==> src/design/ec_point_add_double_top_macros.svh <==
// Assertion macros shared by the point add/double block.
`ifndef EC_POINT_ADD_DOUBLE_TOP_MACROS_SVH
`define EC_POINT_ADD_DOUBLE_TOP_MACROS_SVH

`ifndef ASSERT_OFF
// Property checked on every clock edge outside reset.
`define EC_ASSERT(lbl, prop, msg) \
    lbl: assert property (@(posedge clk) disable iff (!rst_n) (prop)) else $error(msg);
// Implication checked on every clock edge outside reset.
`define EC_ASSERT_IMPL(lbl, ante, cons, msg) \
    lbl: assert property (@(posedge clk) disable iff (!rst_n) (ante) |-> (cons)) else $error(msg);
// Implication whose consequent is checked in the cycle after the antecedent.
`define EC_ASSERT_NEXT(lbl, ante, cons, msg) \
    lbl: assert property (@(posedge clk) disable iff (!rst_n) (ante) |=> (cons)) else $error(msg);
`else
`define EC_ASSERT(lbl, prop, msg)
`define EC_ASSERT_IMPL(lbl, ante, cons, msg)
`define EC_ASSERT_NEXT(lbl, ante, cons, msg)
`endif

`endif

==> src/design/ecpad_pkg.sv <==
// Package with constants, types and microcode of the point add/double block.
package ecpad_pkg;

    localparam logic [255:0] P =
        256'hFFFFFFFFFFFFFFFFFFFFFFFFFFFFFFFFFFFFFFFFFFFFFFFFFFFFFFFEFFFFFC2F;
    localparam logic [255:0] PM2 =
        256'hFFFFFFFFFFFFFFFFFFFFFFFFFFFFFFFFFFFFFFFFFFFFFFFFFFFFFFFEFFFFFC2D;
    localparam logic [255:0] FE_ONE = 256'd1;

    // Actions
    localparam logic [2:0] ACT_LOAD = 3'd0;
    localparam logic [2:0] ACT_PADD = 3'd1;
    localparam logic [2:0] ACT_PMIX = 3'd2;
    localparam logic [2:0] ACT_PDBL = 3'd3;
    localparam logic [2:0] ACT_AADD = 3'd4;
    localparam logic [2:0] ACT_ADBL = 3'd5;

    localparam logic [2:0] SLOT_LAST = 3'd5;
    localparam logic [2:0] INIT_ONE  = 3'd6;
    localparam logic [3:0] OUT_LAST_IDX = 4'd11;

    // Work register file addresses
    localparam logic [4:0] R_X1  = 5'd0;
    localparam logic [4:0] R_Y1  = 5'd1;
    localparam logic [4:0] R_Z1  = 5'd2;
    localparam logic [4:0] R_X2  = 5'd3;
    localparam logic [4:0] R_Y2  = 5'd4;
    localparam logic [4:0] R_Z2  = 5'd5;
    localparam logic [4:0] R_ONE = 5'd6;
    localparam logic [4:0] T0  = 5'd8;
    localparam logic [4:0] T1  = 5'd9;
    localparam logic [4:0] T2  = 5'd10;
    localparam logic [4:0] T3  = 5'd11;
    localparam logic [4:0] T4  = 5'd12;
    localparam logic [4:0] T5  = 5'd13;
    localparam logic [4:0] T6  = 5'd14;
    localparam logic [4:0] T7  = 5'd15;
    localparam logic [4:0] T8  = 5'd16;
    localparam logic [4:0] T9  = 5'd17;
    localparam logic [4:0] T10 = 5'd18;
    localparam logic [4:0] T11 = 5'd19;
    localparam logic [4:0] T12 = 5'd20;
    localparam logic [4:0] T13 = 5'd21;
    localparam logic [4:0] T14 = 5'd22;
    localparam logic [4:0] T15 = 5'd23;
    localparam logic [4:0] T16 = 5'd24;
    localparam logic [4:0] T17 = 5'd25;
    localparam logic [4:0] T18 = 5'd26;
    localparam logic [4:0] T19 = 5'd27;
    localparam logic [4:0] R_RX = 5'd29;
    localparam logic [4:0] R_RY = 5'd30;
    localparam logic [4:0] R_RZ = 5'd31;

    // Program start addresses
    localparam logic [6:0] PC_PADD = 7'd0;
    localparam logic [6:0] PC_PMIX = 7'd22;
    localparam logic [6:0] PC_PDBL = 7'd44;
    localparam logic [6:0] PC_AADD = 7'd71;
    localparam logic [6:0] PC_ADBL = 7'd83;

    typedef enum logic [2:0] {
        UOP_END, UOP_ADD, UOP_SUB, UOP_MUL, UOP_INV, UOP_MOV
    } uop_t;

    typedef struct packed {
        uop_t       op;
        logic [4:0] dst;
        logic [4:0] a;
        logic [4:0] b;
    } instr_t;

    typedef enum logic [2:0] {
        WS_INIT, WS_ADD, WS_SUB, WS_MOV, WS_MUL, WS_ACC
    } wsel_t;

    typedef enum logic [1:0] {
        MS_RAM, MS_SQR, MS_BASE
    } msrc_t;

    typedef struct packed {
        logic       load_en;
        logic       init_en;
        logic [2:0] init_idx;
        logic [4:0] rd_a;
        logic [4:0] rd_b;
        logic       wr_en;
        logic [4:0] wr_addr;
        wsel_t      wr_sel;
        logic       mul_start;
        msrc_t      mul_src;
        logic       inv_setup;
        logic       acc_load;
        logic       res_cap;
        logic [1:0] res_idx;
    } dp_cmd_t;

    typedef struct packed {
        logic mul_done;
    } dp_sts_t;

    function automatic instr_t mk(input uop_t op, input logic [4:0] d,
                                  input logic [4:0] a, input logic [4:0] b);
        instr_t r;
        r.op  = op;
        r.dst = d;
        r.a   = a;
        r.b   = b;
        return r;
    endfunction

    function automatic instr_t prog_padd(input logic [4:0] k, input logic [4:0] z2);
        instr_t r;
        unique case (k)
            5'd0:  r = mk(UOP_MUL, T0, R_Y2, R_Z1);
            5'd1:  r = mk(UOP_MUL, T1, R_Y1, z2);
            5'd2:  r = mk(UOP_MUL, T2, R_X2, R_Z1);
            5'd3:  r = mk(UOP_MUL, T3, R_X1, z2);
            5'd4:  r = mk(UOP_SUB, T4, T0, T1);
            5'd5:  r = mk(UOP_SUB, T5, T2, T3);
            5'd6:  r = mk(UOP_MUL, T6, R_Z1, z2);
            5'd7:  r = mk(UOP_MUL, T7, T4, T4);
            5'd8:  r = mk(UOP_MUL, T8, T5, T5);
            5'd9:  r = mk(UOP_MUL, T9, T8, T5);
            5'd10: r = mk(UOP_MUL, T10, T7, T6);
            5'd11: r = mk(UOP_MUL, T11, T8, T3);
            5'd12: r = mk(UOP_SUB, T12, T10, T9);
            5'd13: r = mk(UOP_ADD, T13, T11, T11);
            5'd14: r = mk(UOP_SUB, T14, T12, T13);
            5'd15: r = mk(UOP_MUL, R_RX, T5, T14);
            5'd16: r = mk(UOP_SUB, T12, T11, T14);
            5'd17: r = mk(UOP_MUL, T13, T12, T4);
            5'd18: r = mk(UOP_MUL, T15, T9, T1);
            5'd19: r = mk(UOP_SUB, R_RY, T13, T15);
            5'd20: r = mk(UOP_MUL, R_RZ, T9, T6);
            default: r = mk(UOP_END, R_X1, R_X1, R_X1);
        endcase
        return r;
    endfunction

    function automatic instr_t prog_pdbl(input logic [4:0] k);
        instr_t r;
        unique case (k)
            5'd0:  r = mk(UOP_MUL, T0, R_X1, R_X1);
            5'd1:  r = mk(UOP_ADD, T1, T0, T0);
            5'd2:  r = mk(UOP_ADD, T2, T1, T0);
            5'd3:  r = mk(UOP_MUL, T3, R_Y1, R_Z1);
            5'd4:  r = mk(UOP_MUL, T4, R_Y1, T3);
            5'd5:  r = mk(UOP_MUL, T5, T4, R_X1);
            5'd6:  r = mk(UOP_ADD, T6, T5, T5);
            5'd7:  r = mk(UOP_ADD, T7, T6, T6);
            5'd8:  r = mk(UOP_ADD, T8, T7, T7);
            5'd9:  r = mk(UOP_MUL, T9, T2, T2);
            5'd10: r = mk(UOP_SUB, T10, T9, T8);
            5'd11: r = mk(UOP_MUL, T11, T10, T3);
            5'd12: r = mk(UOP_ADD, R_RX, T11, T11);
            5'd13: r = mk(UOP_MUL, T12, T3, T3);
            5'd14: r = mk(UOP_MUL, T13, R_Y1, R_Y1);
            5'd15: r = mk(UOP_MUL, T14, T13, T12);
            5'd16: r = mk(UOP_ADD, T15, T14, T14);
            5'd17: r = mk(UOP_ADD, T16, T15, T15);
            5'd18: r = mk(UOP_ADD, T17, T16, T16);
            5'd19: r = mk(UOP_SUB, T18, T7, T10);
            5'd20: r = mk(UOP_MUL, T19, T18, T2);
            5'd21: r = mk(UOP_SUB, R_RY, T19, T17);
            5'd22: r = mk(UOP_MUL, T4, T12, T3);
            5'd23: r = mk(UOP_ADD, T5, T4, T4);
            5'd24: r = mk(UOP_ADD, T6, T5, T5);
            5'd25: r = mk(UOP_ADD, R_RZ, T6, T6);
            default: r = mk(UOP_END, R_X1, R_X1, R_X1);
        endcase
        return r;
    endfunction

    function automatic instr_t prog_aadd(input logic [4:0] k);
        instr_t r;
        unique case (k)
            5'd0:  r = mk(UOP_SUB, T0, R_Y2, R_Y1);
            5'd1:  r = mk(UOP_SUB, T1, R_X2, R_X1);
            5'd2:  r = mk(UOP_INV, T2, T1, T1);
            5'd3:  r = mk(UOP_MUL, T3, T0, T2);
            5'd4:  r = mk(UOP_MUL, T4, T3, T3);
            5'd5:  r = mk(UOP_SUB, T5, T4, R_X1);
            5'd6:  r = mk(UOP_SUB, R_RX, T5, R_X2);
            5'd7:  r = mk(UOP_SUB, T6, R_X2, R_RX);
            5'd8:  r = mk(UOP_MUL, T7, T6, T3);
            5'd9:  r = mk(UOP_SUB, R_RY, T7, R_Y2);
            5'd10: r = mk(UOP_MOV, R_RZ, R_ONE, R_ONE);
            default: r = mk(UOP_END, R_X1, R_X1, R_X1);
        endcase
        return r;
    endfunction

    function automatic instr_t prog_adbl(input logic [4:0] k);
        instr_t r;
        unique case (k)
            5'd0:  r = mk(UOP_MUL, T0, R_X1, R_X1);
            5'd1:  r = mk(UOP_ADD, T1, T0, T0);
            5'd2:  r = mk(UOP_ADD, T2, T1, T0);
            5'd3:  r = mk(UOP_ADD, T3, R_Y1, R_Y1);
            5'd4:  r = mk(UOP_INV, T4, T3, T3);
            5'd5:  r = mk(UOP_MUL, T5, T2, T4);
            5'd6:  r = mk(UOP_MUL, T6, T5, T5);
            5'd7:  r = mk(UOP_ADD, T7, R_X1, R_X1);
            5'd8:  r = mk(UOP_SUB, R_RX, T6, T7);
            5'd9:  r = mk(UOP_SUB, T8, R_X1, R_RX);
            5'd10: r = mk(UOP_MUL, T9, T8, T5);
            5'd11: r = mk(UOP_SUB, R_RY, T9, R_Y1);
            5'd12: r = mk(UOP_MOV, R_RZ, R_ONE, R_ONE);
            default: r = mk(UOP_END, R_X1, R_X1, R_X1);
        endcase
        return r;
    endfunction

    function automatic instr_t ucode(input logic [6:0] pc);
        instr_t r;
        if (pc < PC_PMIX)
            r = prog_padd(pc[4:0], R_Z2);
        else if (pc < PC_PDBL)
            r = prog_padd(5'(pc - PC_PMIX), R_ONE);
        else if (pc < PC_AADD)
            r = prog_pdbl(5'(pc - PC_PDBL));
        else if (pc < PC_ADBL)
            r = prog_aadd(5'(pc - PC_AADD));
        else
            r = prog_adbl(5'(pc - PC_ADBL));
        return r;
    endfunction

    function automatic logic [6:0] start_pc(input logic [2:0] act);
        logic [6:0] r;
        unique case (act)
            ACT_PADD: r = PC_PADD;
            ACT_PMIX: r = PC_PMIX;
            ACT_PDBL: r = PC_PDBL;
            ACT_AADD: r = PC_AADD;
            default:  r = PC_ADBL;
        endcase
        return r;
    endfunction

endpackage

==> src/design/ecpad_ctrl.sv <==
// Controller: microcode sequencer, inversion loop and result streaming.
`include "ec_point_add_double_top_macros.svh"
module ecpad_ctrl
    import ecpad_pkg::*;
    (
    input  logic       clk,
    input  logic       rst_n,
    input  logic       in_valid,
    input  logic [2:0] in_action,
    output logic       in_ready,
    output logic       out_valid,
    input  logic       out_ready,
    output logic       out_last,
    output logic [3:0] out_idx,
    output dp_cmd_t    cmd,
    input  dp_sts_t    sts
    );

    typedef enum logic [9:0] {
        S_IDLE   = 10'b0000000001,
        S_INIT   = 10'b0000000010,
        S_FETCH  = 10'b0000000100,
        S_EXEC   = 10'b0000001000,
        S_MWAIT  = 10'b0000010000,
        S_ISTART = 10'b0000100000,
        S_IWAIT  = 10'b0001000000,
        S_IWRITE = 10'b0010000000,
        S_COPY   = 10'b0100000000,
        S_DRAIN  = 10'b1000000000
    } state_t;

    state_t     state_reg, state_next;
    logic [6:0] pc_reg, pc_next;
    logic [2:0] init_reg, init_next;
    logic [7:0] bit_reg, bit_next;
    logic       mulb_reg, mulb_next;
    logic [1:0] copy_reg, copy_next;
    logic [3:0] oidx_reg, oidx_next;
    instr_t     ins;

    assign ins = ucode(pc_reg);

    always_ff @(posedge clk or negedge rst_n)
    begin
        if (!rst_n)
        begin
            state_reg <= S_IDLE;
            pc_reg    <= '0;
            init_reg  <= '0;
            bit_reg   <= '0;
            mulb_reg  <= 1'b0;
            copy_reg  <= '0;
            oidx_reg  <= '0;
        end
        else
        begin
            state_reg <= state_next;
            pc_reg    <= pc_next;
            init_reg  <= init_next;
            bit_reg   <= bit_next;
            mulb_reg  <= mulb_next;
            copy_reg  <= copy_next;
            oidx_reg  <= oidx_next;
        end
    end

    always_comb
    begin
        state_next = state_reg;
        pc_next    = pc_reg;
        init_next  = init_reg;
        bit_next   = bit_reg;
        mulb_next  = mulb_reg;
        copy_next  = copy_reg;
        oidx_next  = oidx_reg;
        cmd           = '0;
        cmd.rd_a      = ins.a;
        cmd.rd_b      = ins.b;
        cmd.wr_addr   = ins.dst;
        cmd.wr_sel    = WS_INIT;
        cmd.mul_src   = MS_RAM;
        cmd.init_idx  = init_reg;
        in_ready  = 1'b0;
        out_valid = 1'b0;

        unique case (state_reg)
            S_IDLE:
            begin
                in_ready = 1'b1;
                if (in_valid)
                begin
                    case (in_action) inside
                        ACT_LOAD:
                        begin
                            cmd.load_en = 1'b1;
                        end
                        ACT_PADD, ACT_PMIX, ACT_PDBL, ACT_AADD, ACT_ADBL:
                        begin
                            pc_next    = start_pc(in_action);
                            init_next  = '0;
                            state_next = S_INIT;
                        end
                        default:
                        begin
                        end
                    endcase
                end
            end
            S_INIT:
            begin
                // copy normalized operands and the constant one into the file
                cmd.init_en = 1'b1;
                cmd.wr_en   = 1'b1;
                cmd.wr_sel  = WS_INIT;
                cmd.wr_addr = {2'b00, init_reg};
                init_next   = init_reg + 3'd1;
                if (init_reg == INIT_ONE)
                    state_next = S_FETCH;
            end
            S_FETCH:
            begin
                if (ins.op == UOP_END)
                begin
                    copy_next  = '0;
                    state_next = S_COPY;
                end
                else
                    state_next = S_EXEC;
            end
            S_EXEC:
            begin
                case (ins.op)
                    UOP_ADD, UOP_SUB, UOP_MOV:
                    begin
                        cmd.wr_en  = 1'b1;
                        cmd.wr_sel = (ins.op == UOP_ADD) ? WS_ADD :
                                     (ins.op == UOP_SUB) ? WS_SUB : WS_MOV;
                        pc_next    = pc_reg + 7'd1;
                        state_next = S_FETCH;
                    end
                    UOP_MUL:
                    begin
                        cmd.mul_start = 1'b1;
                        cmd.mul_src   = MS_RAM;
                        state_next    = S_MWAIT;
                    end
                    UOP_INV:
                    begin
                        cmd.inv_setup = 1'b1;
                        bit_next      = 8'd255;
                        mulb_next     = 1'b0;
                        state_next    = S_ISTART;
                    end
                    default:
                    begin
                        state_next = S_FETCH;
                    end
                endcase
            end
            S_MWAIT:
            begin
                if (sts.mul_done)
                begin
                    cmd.wr_en  = 1'b1;
                    cmd.wr_sel = WS_MUL;
                    pc_next    = pc_reg + 7'd1;
                    state_next = S_FETCH;
                end
            end
            S_ISTART:
            begin
                cmd.mul_start = 1'b1;
                cmd.mul_src   = mulb_reg ? MS_BASE : MS_SQR;
                state_next    = S_IWAIT;
            end
            S_IWAIT:
            begin
                // square, then multiply by the base where the exponent bit is set
                if (sts.mul_done)
                begin
                    cmd.acc_load = 1'b1;
                    if (!mulb_reg && PM2[bit_reg])
                    begin
                        mulb_next  = 1'b1;
                        state_next = S_ISTART;
                    end
                    else if (bit_reg == 8'd0)
                        state_next = S_IWRITE;
                    else
                    begin
                        bit_next   = bit_reg - 8'd1;
                        mulb_next  = 1'b0;
                        state_next = S_ISTART;
                    end
                end
            end
            S_IWRITE:
            begin
                cmd.wr_en  = 1'b1;
                cmd.wr_sel = WS_ACC;
                pc_next    = pc_reg + 7'd1;
                state_next = S_FETCH;
            end
            S_COPY:
            begin
                cmd.rd_a  = R_RX + {3'b000, copy_reg};
                copy_next = copy_reg + 2'd1;
                if (copy_reg != 2'd0)
                begin
                    cmd.res_cap = 1'b1;
                    cmd.res_idx = copy_reg - 2'd1;
                end
                if (copy_reg == 2'd3)
                begin
                    oidx_next  = '0;
                    state_next = S_DRAIN;
                end
            end
            S_DRAIN:
            begin
                out_valid = 1'b1;
                if (out_ready)
                begin
                    oidx_next = oidx_reg + 4'd1;
                    if (oidx_reg == OUT_LAST_IDX)
                        state_next = S_IDLE;
                end
            end
            default:
            begin
                state_next = S_IDLE;
            end
        endcase
    end

    assign out_idx  = oidx_reg;
    assign out_last = (oidx_reg == OUT_LAST_IDX);

    `EC_ASSERT(a_no_in_during_out, !(in_ready && out_valid), "input taken while draining")
    `EC_ASSERT_IMPL(a_idle_no_write, state_reg == S_IDLE, !cmd.wr_en, "file write while idle")
    `EC_ASSERT_NEXT(a_mul_hold, (state_reg == S_MWAIT) && !sts.mul_done,
                    state_reg == S_MWAIT, "left multiply wait early")
    `EC_ASSERT_NEXT(a_last_idle, out_valid && out_ready && out_last,
                    state_reg == S_IDLE, "no return to idle after last limb")

endmodule

==> config.mk <==
export PLATFORM = sky130hd
export DESIGN_NAME = ecpad_ctrl
export DESIGN_NICKNAME = d
export VERILOG_FILES = /design/src/design/ecpad_pkg.sv /design/src/design/ecpad_ctrl.sv
export VERILOG_INCLUDE_DIRS = /design/src /design/src/design
export SDC_FILE = /design/constraint.sdc
export NUM_CORES = 1
export LEC_CHECK = 0
export ABC_AREA = 1
export BUFFER_PORTS_ARGS = -buffer_cell sky130_fd_sc_hd__buf_2
export CAP_MARGIN = 20
export CORE_MARGIN = 2
export CORE_UTILIZATION = 40
export CTS_BUF_LIST = sky130_fd_sc_hd__clkbuf_16
export CTS_CLUSTER_DIAMETER = 30
export CTS_CLUSTER_SIZE = 12
export DETAILED_ROUTE_END_ITERATION = 8
export PLACE_DENSITY_LB_ADDON = 0.1
export SYNTH_ARGS = -nofsm -noshare
export SYNTH_HDL_FRONTEND = slang
export SYNTH_SLANG_ARGS = --single-unit
==> constraint.sdc <==
create_clock -name clk -period 3.3 [get_ports clk]
set_clock_uncertainty 0.05 [all_clocks]
set_input_delay 0.33 -clock clk [delete_from_list [all_inputs] [get_ports clk]]
set_output_delay 0.33 -clock clk [all_outputs]
set_load 0.01 [all_outputs]
==> results of run 1 <==
## stage by stage
step,hold WS (ns),cells,instance area [um^2],setup TNS (ns)
finish,0.0963,1150,6550,0
global placement,0.422,1132,6040,0
floorplan,-0.0156,896,5400,0
CTS,0.127,1142,6230,0
detailed placement,0.422,1132,6040,0
global route,0.160,1150,6550,-0.0404
## cells in the mapped netlist (all sizes together) (2+ instances only)
cell type    n  share of area
a211oi       3         0.0042
a21oi       54          0.057
a221oi       2         0.0032
a22oi        3         0.0042
a31oi       14          0.016
buf         18          0.024
clkbuf      19          0.014
clkinv       3         0.0023
dfrtp       34           0.16
ha          29          0.067
inv        101          0.072
nand2      240           0.18
nand3       81          0.081
nand3b       2         0.0028
nand4       12          0.014
nor2        97          0.076
nor3        24          0.026
nor3b        2         0.0028
nor4         2         0.0023
o2111ai      2         0.0032
o211ai       9          0.013
o21ai      100          0.096
o221ai       6         0.0097
o22ai        8         0.0093
o311ai       6         0.0097
o31ai        4         0.0056
or2          5         0.0058
xnor2        4         0.0065
xor2         4          0.013
## placed cells by master (no fill, tap or decap), types with 22 or more instances in the layout
cell / synthesis / routed
nand2_1: 222 / 211
inv_2: 19 / 22
nand3_1: 76 / 70
inv_1: 80 / 78
nor2_1: 89 / 80
o21ai_0: 89 / 85
dfrtp_1: 34 / 32
buf_2: 12 / 46
buf_4: 1 / 53
a21oi_1: 50 / 48
## final cells by class
class,count,area (um^2),area share
Sequential cell,35,880,0.134
Inverter,104,413,0.0630
Tap cell,176,220,0.0336
Clock buffer,5,125,0.0191
Timing Repair Buffer,107,727,0.111
Clock inverter,3,12.5,0.00191
Multi-Input combinational cell,720,4170,0.637
## repair_timing
action	4_1_cts	5_1_grt
pin swaps	0	13
gates resized for setup	12	69
endpoints found under the setup margin	10	17
setup buffers	2	8
## routing by layer
layer / up-vias / global-route usage / wire, um
met3: 62 / 0.0718 / 2140
met5: - / 0 / 0
met4: 0 / 0.0853 / 607
met2: 342 / 0.423 / 8910
met1: 3022 / 0.416 / 9640
li1: 3182 / - / -
## kinds of logic after synthesis
| kind of cell | after synthesis | share of synthesized area |
|---|---|---|
| xor+xnor | 8 | 0.0199 |
| buf+inv | 141 | 0.112 |
| compound gates | 216 | 0.241 |
| mux | 1 | 0.00185 |
| flops | 35 | 0.163 |
| simple gates | 466 | 0.396 |
| fa+ha+maj | 29 | 0.0672 |
## worst paths after layout
path	start	end	slack, ns
worst min-delay path	rst_n	out_idx[1]$_DFFE_PN0P_	0.1
worst max register to register	pc_reg[1]$_DFFE_PN0P_	bit_reg[5]$_DFFE_PN0P_	0.53
worst min register to register	bit_reg[1]$_DFFE_PN0P_	bit_reg[1]$_DFFE_PN0P_	0.45
worst max-delay path	pc_reg[2]$_DFFE_PN0P_	cmd[9]	0.13
min in group clk	out_ready	state_reg[9]$_DFFE_PN0P_	0.38
max in group asynchronous	rst_n	pc_reg[2]$_DFFE_PN0P_	2.53
==> impl_results.md, run 1 <==
- H-tree Lvls: 2
- Fill count: 1401
- Yosys cell types: 64
- Largest net degree at the start of global routing: 36
- Initial Utilization: 0.409
- Number of antenna diodes: 0
- Async SR Flop Fraction: 1.00
- Yosys reg bits: 35
- Max-cap violations: 0
- DR vias/cell: 5.75
- Final WL: 21.3 mm
- Chip width: 120 um
- Dominant synthesized flop cell: dfrtp_1
- CP max-delay cell: dfrtp_2
- Kind of critical path: register to primary output
- Hold buffers post-CTS: 0
- Least-Margin Pin Slew: between 0.8 and 0.9 ns
- Layout Utilization: 0.497
- Status: finished clean
- Detailed router's first-iteration violation count: 712
- CTS root buf: clkbuf_16
- Worst hold path type: input pin to async pin
- Synth Instances: 896
- Cell Rows: 42
- CP arrival: 2.79 ns
- CP required: 2.92 ns
- Levels on crit path: 17
- Routed len/inst: roughly 19 um
- CP bufs+invs: 4
- Pins over their slew limit: 0
- Net Count, Synth: 933
- Worst Setup Slack, final: 0.127 ns
- Top Family by Delay on Critical Path: simple AND/OR/NAND/NOR gates
- Total core area: 13200 um^2
- Die height: roughly 120 um
- Cell area after synthesis: about 5400 um^2
- Max incr delay on CP: 0.48 ns
- Clock tree from TritonCTS: done
- Final #Nets: roughly 1000
- DR vias: 6608
- Tot GR Track Use: 0.289
- Crit share post-route: 0.962
- Pre-CTS WS: roughly 0.14 ns
- Cells on worst reg2reg path: 16
- # port buffers: between 40 and 50
- Final HPWL DP: 16.2 mm
- Num ports: 47
- Final setup violating endpoints: 0
- Tmin final: 3.17 ns
- Share of cells above drive strength 1: 0.238
- Cts bufs inserted: 5
- GRT Residual Overflow: 0
- Post-synth EDFFs: 0
- Vias in the first global route: around 6000
- Area Growth Syn to Fin: 21.4%
- Initial antenna violation count: 0
- Clk_lat worst skew: between 0.2 and 0.3 ns
- Avg Cell Area, Syn: 6.02 um^2
- TritonRoute pass-1 iters: 5
- Crit end category: primary output
- Final ANT Viol Nets: 0
- Max_slew headroom: 0.449
- Max clock buf depth: 2
- Worst-path clk slew: 0.05 ns
- FMAX: 0.315 GHz
- Die area: 14400 um^2
- First-pass GRT wire length: 32.8 mm
- Worst path most repeated cell: nand2_4
- Largest register FFs: 10
- Routability Congestion: roughly 0.97
- CP cell instances: inv_6, buf_6, ha_1, nand3_1, nand2_2, a21oi_4, buf_4, nand2_1, nand3_2, nand2_2, nand2_4, nand2_4, nand2_4, nand2_4, nand3_2, a31oi_1, buf_2
- Startpoint Class: register
- Final Hold Vio Count: 0
- Worst Path Max Fanout: 9
- DRC Markers: 0
- YS warnings: 0
- Clock tree sinks: 35
- Sequential-to-total area share from yosys stat: 0.163
Power of run 1 is not shown: default switching activity piles up to over one toggle a cycle in this logic, so the estimate is an artifact.
==> run 2: changes to the inputs <==
ABC_CLOCK_PERIOD_IN_PS = 3300   (was not set)
PLACE_DENSITY_LB_ADDON = not set   (was 0.1)
SETUP_SLACK_MARGIN = 0.15   (was not set)
==> impl_results.md, run 2 (synthesis gave the netlist of run 1 again) <==
- Die height: 120 um (unchanged)
- Largest register FFs: 10 (unchanged)
- Num ports: 47 (unchanged)
- Share of cells above drive strength 1: 0.268 (+0.0299)
- CP arrival: 2.81 ns (+0.02 ns)
- Worst hold path type: input pin to async pin
- FF-to-FF End: bit_reg[7]$_DFFE_PN0P_
- Pre-CTS WS: 0.222 ns (+0.0810 ns)
- Final WL: 21.3 mm (-0.16%)
- Layout Utilization: 0.508 (+0.0115)
- Area Growth Syn to Fin: 24.2%
- Pins over their slew limit: 0 (unchanged)
- Detailed router's first-iteration violation count: 937 (+32%)
- Most frequent cells in the layout: nand2_1, o21ai_0, nor2_1
- Max-cap violations: 0 (unchanged)
- Final #Nets: 1017 (+0.69%)
- Worst Path Max Fanout: 8 (-1)
- Total negative slack: 0 ns (unchanged)
- Crit share post-route: 0.967 (+0.00494)
- DR vias/cell: 5.77 (+0.34%)
- Kind of critical path: register to primary output
- Cts bufs inserted: 5 (unchanged)
- Initial Utilization: 0.409 (unchanged)
- Hold buffers post-CTS: 0 (unchanged)
- Cell Rows: 42 (unchanged)
- Cells on worst reg2reg path: 18 (+2)
- Routed len/inst: 18.4 um (-0.77%)
- GRT Residual Overflow: 0 (unchanged)
- Worst Setup Slack, final: 0.110 ns (-0.0163 ns)
- Routability Congestion: 1.03 (+6.6%)
- Max_slew headroom: 0.426 (-0.0231)
- # port buffers: 46 (unchanged)
- Reg2reg start: pc_reg[1]$_DFFE_PN0P_
- FMAX: 0.314 GHz (-0.51%)
- Chip width: 120 um (unchanged)
- Status: finished clean
- Clock tree from TritonCTS: done
- Least-Margin Pin Slew: 0.862 ns (+0.0347 ns)
- Met2 usage: 0.427 (+0.00391)
- Largest net degree at the start of global routing: 36 (unchanged)
- Grt met3 use: 0.0594 (-0.0124)
- Final HPWL DP: 16.2 mm (-0.27%)
- Startpoint Class: register
- Unrepaired setup endpoints after global routing: true
- DRC Markers: 0 (unchanged)
- Worst reg2reg setup slack: 0.55 ns (+0.02 ns)
- Die area: 14400 um^2 (unchanged)
- Routing usage on met1: 0.415 (-0.00122)
- CP required: 2.92 ns (about the same)
- Initial antenna violation count: 0 (unchanged)
- Cell total after placement: 1133 (+0.088%)
- GR peak layer: met2
- TritonRoute pass-1 iters: 6 (+1)
- Clk_lat worst skew: 0.28 ns (about the same)
- First-pass GRT wire length: 32.6 mm (-0.59%)
- Most common cell after layout, fill and taps aside: nand2_1
- Vias in the first global route: 5963 (-0.45%)
- Clock tree sinks: 35 (unchanged)
- Max clock buf depth: 2 (unchanged)
- Crit end category: primary output
- Post-Layout Cell Count: 1157 (+0.61%)
- Final ANT Viol Nets: 0 (unchanged)
- Final Hold Vio Count: 0 (unchanged)
- Number of antenna diodes: 0 (unchanged)
- Final setup violating endpoints: 0 (unchanged)
- DR vias: 6671 (+0.95%)
- CTS root buf: clkbuf_16
- Total core area: 13200 um^2 (unchanged)
- Tot GR Track Use: 0.286 (-0.00275)
- Tmin final: 3.19 ns (+0.0163 ns)
- Worst-path clk slew: 0.06 ns (about the same)
- H-tree Lvls: 2 (unchanged)
[run 2: cell count changes in the layout (fill, tap and decap cells not counted), moves of 3 or more]
cell | before | now
nand2_2 | 15 | 23
o21ai_2 | 2 | 5
buf_4 | 53 | 60
nand3_2 | 10 | 14
nand3_1 | 70 | 65
nand2_1 | 211 | 203
ha_2 | 1 | 4
o21ai_0 | 85 | 81
[run 2: per-stage QoR]
step,hold slack (ns),cell area [um^2]
2_1_floorplan,-0.0156,5400
3_3_place_gp,0.424,6030
3_5_place_dp,0.426,6030
4_1_cts,0.123,6260
5_1_grt,0.155,6700
6_report,0.102,6700
[run 2: layout make-up]
| cell class | count | area, um^2 |
|---|---|---|
| fill | 1379 | 6490 |
| multi-input combinational | 720 | 4260 |
| sequential | 35 | 881 |
| timing repair buffer | 114 | 787 |
| inverter | 104 | 417 |
| tap | 176 | 220 |
| clock buffer | 5 | 125 |
| clock inverter | 3 | 12.5 |
[run 2: timing repair]
item                                    CTS  global route
pin swaps                                 1            21
buffers inserted                          1            15
endpoints found under the setup margin   17            18
gates resized for setup                  22            89
cloned                                    0             0
[run 2: metal layers]
metal	vias up	part of all wire
met1	3054	0.44
met2	363	0.44
met4	0	0.023
met5	-	0
met3	54	0.098
li1	3200	-
[run 2: worst max-delay path by stage]
stage | slack [ns] | start | endpoint | cells past startpoint
detailed placement | 0.22 | pc_reg[1]$_DFFE_PN0P_ | cmd[12] | 14
global route | -0.07 | pc_reg[1]$_DFFE_PN0P_ | cmd[11] | 13
finish | 0.11 | pc_reg[1]$_DFFE_PN0P_ | cmd[11] | 13
floorplan | 0.24 | pc_reg[0]$_DFFE_PN0P_ | cmd[9] | 15
CTS | 0.12 | pc_reg[1]$_DFFE_PN0P_ | cmd[9] | 17
global placement | 0.23 | pc_reg[1]$_DFFE_PN0P_ | cmd[12] | 14
[run 2: worst max-delay path, stage by stage, from the launching register on]
cell	delay [ns]
dfrtp_2	0.50
buf_4	0.23
ha_1	0.23
inv_4	0.09
nor2_2	0.14
inv_1	0.08
o211ai_1	0.09
o21ai_0	0.13
o21ai_0	0.24
a21oi_1	0.11
o21ai_0	0.24
nand3_1	0.11
a22oi_1	0.18
buf_2	0.17
Power of run 2 is left out for the same reason.
